## config.mk

```make
export PLATFORM = sky130hd
export DESIGN_NAME = aesc_ram
export DESIGN_NICKNAME = d
export VERILOG_FILES = /design/src/rtl/core/aesc_ram.sv
export SDC_FILE = /design/constraint.sdc
export NUM_CORES = 1
export LEC_CHECK = 0
export BUFFER_PORTS_ARGS = -buffer_cell sky130_fd_sc_hd__buf_2
export CORE_ASPECT_RATIO = 0.5
export CORE_MARGIN = 2
export CORE_UTILIZATION = 49
export DETAILED_ROUTE_END_ITERATION = 12
export PLACE_DENSITY_LB_ADDON = 0.08
export RECOVER_POWER = 25
export SYNTH_ARGS = -nofsm -noshare
export SYNTH_HDL_FRONTEND = slang
export SYNTH_SLANG_ARGS = --single-unit
```

## constraint.sdc

```tcl
create_clock -name i_clk -period 6.6 [get_ports i_clk]
set_input_delay 0.33 -clock i_clk [delete_from_list [all_inputs] [get_ports i_clk]]
set_output_delay 0.33 -clock i_clk [all_outputs]
set_load 0.05 [all_outputs]
```

## src/rtl/core/aesc_ram.sv

```systemverilog
// ----------------------------------------------------------------------------
// Generic single-port-write RAM
// One write port, one read port, read data registered.
// ----------------------------------------------------------------------------
module aesc_ram #(
    parameter int WIDTH = 64,
    parameter int DEPTH = 15
) (
    input  logic                     i_clk,
    input  logic                     i_we,
    input  logic [$clog2(DEPTH)-1:0] i_waddr,
    input  logic [WIDTH-1:0]         i_wdata,
    input  logic [$clog2(DEPTH)-1:0] i_raddr,
    output logic [WIDTH-1:0]         o_rdata
);

    logic [WIDTH-1:0] r_mem [DEPTH];
    logic [WIDTH-1:0] r_rdata;

    always_ff @(posedge i_clk) begin
        if (i_we) begin
            r_mem[i_waddr] <= i_wdata;
        end
        r_rdata <= r_mem[i_raddr];
    end

    assign o_rdata = r_rdata;

endmodule

```

==> key figures <==
Worst hold path
  – Hold Crit Class: primary input to register
  – Worst Hold End: r_mem[5][37]
  – Hold path depth: 1
  – Hold Startpoint: i_wdata[37]

Finish
  – Layout area overhead: 13.4%
  – Finished Cell Area: about 43000 um2
  – Share of cells above drive strength 1: between 20 and 25%
  – Commonest cells after routing, fill and taps aside: edfxtp_1 (960), mux4_2 (178), buf_2 (96), clkbuf_16 (91), mux2i_1 (78)
  – Post-route insts no fill: around 3100
  – Fill cell count: ~5600
  – N_diodes: 0
  – Most common cell after layout, fill and taps aside: edfxtp_1
  – Nets: between 2000 and 2500

Synth
  – Mapped Cells: about 1800
  – Ys Warns: 0
  – Post-synthesis sequential area ratio: about 80%
  – Biggest area consumer among synthesized cells: edfxtp_1
  – Cell Area, Synth: roughly 38000 um2
  – Share of the synthesized area in the top cell type: between 70% and 80%
  – FF+latch count, synth: 1024
  – Syn nets: approximately 1800
  – Syn Area/Cell: between 20 and 25 um2
  – Synth cell types: 26
  – Ranking of synthesized cells by area: edfxtp_1 (77%), mux4_2 (11%), dfxtp_1 (3.4%), mux2i_1 (2.1%), a22oi_1 (1.3%)

STA
  – RSZ-0062 raised after global routing: no
  – Max-slew violation count: 0
  – Final setup viols: 0
  – Max_slew headroom: between 20 and 30%
  – Tightest Pin Transition: 1.07 ns
  – Final count of hold timing violations: 0
  – Final period util: 37.1%
  – Minimum clock period: between 2 and 2.5 ns
  – Worst clock skew: between 0.015 and 0.02 ns
  – Sum Neg Setup Slack: 0 ns
  – Hold slack: about 0.16 ns
  – Peak Freq: between 400 and 500 MHz

Die
  – Die Ht: about 200 um
  – # rows: about 70
  – Boundary pin count: ~140
  – Die area: between 70000 and 80000 um2
  – Initial Utilization: between 40% and 50%
  – Die Width: 396 um
  – Core area: between 70000 and 80000 um2

Pwr
  – Clock power share: between 30% and 40%
  – Sw power: 2.85 mW
  – Pint: slightly above 10 mW
  – Max VDD drop: approximately 0.20 mV
  – Comb power frac: ~6.1%
  – LEAKAGE: 13.7 nW
  – Sw Ratio: 21.6%
  – Sequential fraction of design power: 55.4%
  – Pwr per Cell Area: slightly above 300 nW/um2

Setup path
  – Setup Crit Path Kind: primary input to register
  – Delay of the slowest critical-path stage: between 0.8 and 0.9 ns
  – Reg-to-reg endpoint: o_rdata[14]
  – Critical Path Sink Type: register
  – Reg2reg start: r_mem[6][14]
  – Data arrival, critical path: 3.01 ns
  – Top delay family on crit path: buffers and inverters
  – Crit-path max FO: 79
  – Cell Chain, Critical Path: buf_8 -> buf_4 -> nor2b_1 -> a22oi_1 -> o21ai_1
  – Worst path required time: a little over 7 ns
  – Crit path buf inv count: 2
  – Startpoint type of the worst setup path: primary input
  – R2r setup slk: 5.19 ns
  – Slowest stage cell, crit path: buf_4
  – Worst r2r path cells: 3

CTS
  – Clock-pin slew on the worst setup and hold paths: 0.06 ns
  – Clk_lat worst skew: 0.67 ns
  – CTS tree: yes
  – Clk buf depth: 3
  – Post-CTS sizing: 0
  – Root Driver: clkbuf_16
  – TritonCTS Sinks: roughly 1000
  – Clock H-tree levels: 3
  – CTS Buf Count: between 80 and 90

Detailed routing
  – Via Count: 17900
  – WL/cell: 27.4 um
  – Final WL: roughly 84000 um
  – Initial drt markers: between 1500 and 2000
  – Vias per inst: 5.83
  – Post-route ant nets: 0
  – Residual DRC: 0
  – DRT Pass-1 Iters: 5

Outcome
  – Status: completed

Placement
  – DP HPWL: between 30000 and 40000 um
  – Input/output buffers: around 140
  – RD Place Congestion: ~0.70
  – Total placed cells including tap cells: ~2900
  – Dpl cell area: between 30000 and 40000 um2

Global routing
  – Number of global-route vias before repair: roughly 19000
  – All-Layer GR Usage: a little over a fifth
  – Largest net degree at the start of global routing: approximately 150
  – Total global routing overflow: 0
  – First-pass GRT wire length: roughly 120000 um
  – Initial antenna violation count: 0

Job
  – Max Cap Viol: 0
[registers in the layout (all words and copies together), names as in the netlist]
register,count
r_mem,960
o_rdata,64
[cell usage after synthesis, drive strengths merged]
cell type,n
nand3b,2
nor2,65
o22ai,14
or2,1
dfxtp,64
inv,1
or3b,1
a211o,14
o211ai,50
o21ai,14
a21oi,50
buf,67
nor2b,17
clkbuf,28
nand2,52
mux2i,78
a22oi,64
edfxtp,960
nand3,1
mux4,178
nor3,4
nand2b,17
a31oi,14
[worst reg2reg max path: stages, from the launching register on]
cell and delay, ns:
edfxtp_1 0.42, mux4_2 0.50, a22oi_1 0.22, o211ai_1 0.13
[how the worst max path moves through the flow]
| stage | start | to | slack, ns | depth (start not counted) |
|---|---|---|---|---|
| 5_1_grt | i_raddr[0] | o_rdata[40] | 3.90 | 5 |
| 3_5_place_dp | i_raddr[0] | o_rdata[38] | 3.42 | 5 |
| 4_1_cts | i_raddr[0] | o_rdata[36] | 4.09 | 5 |
| 2_1_floorplan | i_waddr[2] | r_mem[0][0] | 0.84 | 2 |
| 3_3_place_gp | i_raddr[0] | o_rdata[40] | 3.43 | 5 |
| 6_report | i_raddr[0] | o_rdata[40] | 4.15 | 5 |
[cell type report]
type / instances / area (um2) / share of cell area (%)
Timing Repair Buffer: 220 / 1410 / 3.29
Multi-Input combinational cell: 636 / 7100 / 16.6
Sequential cell: 1024 / 30100 / 70.5
Clock buffer: 115 / 2440 / 5.71
Tap cell: 1022 / 1280 / 3.00
Inverter: 1 / 3.75 / 0.00879
Clock inverter: 42 / 353 / 0.827
[power groups by stage]
stage                     clock, mW  sequential (mW)  combinational [mW]
after floorplan                   0             7.60               0.362
after global placement            0             7.44               0.775
after detailed placement          0             7.45               0.794
after CTS                      5.20             7.31               0.819
after global routing           5.44             7.32               0.860
final                          5.09             7.31               0.803
[logic make-up (layout without fill, tap and decap cells)]
kind of cell | Yosys count | in the layout | synth area share (%)
multiplexers | 256 | 256 | 12.7
AND/OR/NAND/NOR | 160 | 160 | 1.88
AO/OA/AOI/OAI | 220 | 220 | 3.92
flip-flops | 1024 | 1024 | 80.0
buffers and inverters | 96 | 378 | 1.49
[metrics by stage]
step | power [mW] | util (%) | setup slack (ns)
after floorplan | 7.97 | - | 0.841
after global placement | 8.22 | 52.2 | 3.43
after detailed placement | 8.25 | 52.2 | 3.42
after CTS | 13.3 | 56.5 | 4.09
after global routing | 13.6 | 56.5 | 3.90
final | 13.2 | 56.5 | 4.15
[metal layers]
metal	wire [um]	vias to the layer above	share of wire [%]	global-route usage [%]
met1	36400	9574	44	30.0
li1	-	7687	-	-
met4	1660	0	2.0	5.42
met3	4280	129	5.1	3.72
met5	0	-	0	0
met2	41300	464	49	35.6
[timing repair]
item / 4_1_cts / 5_1_grt
hold buffers: 45 / 0
endpoints found under the setup margin: 0 / 0
hold endpoints to repair: 542 / 0
setup buffers: 0 / 0
Power figures use the tool's default switching activity.
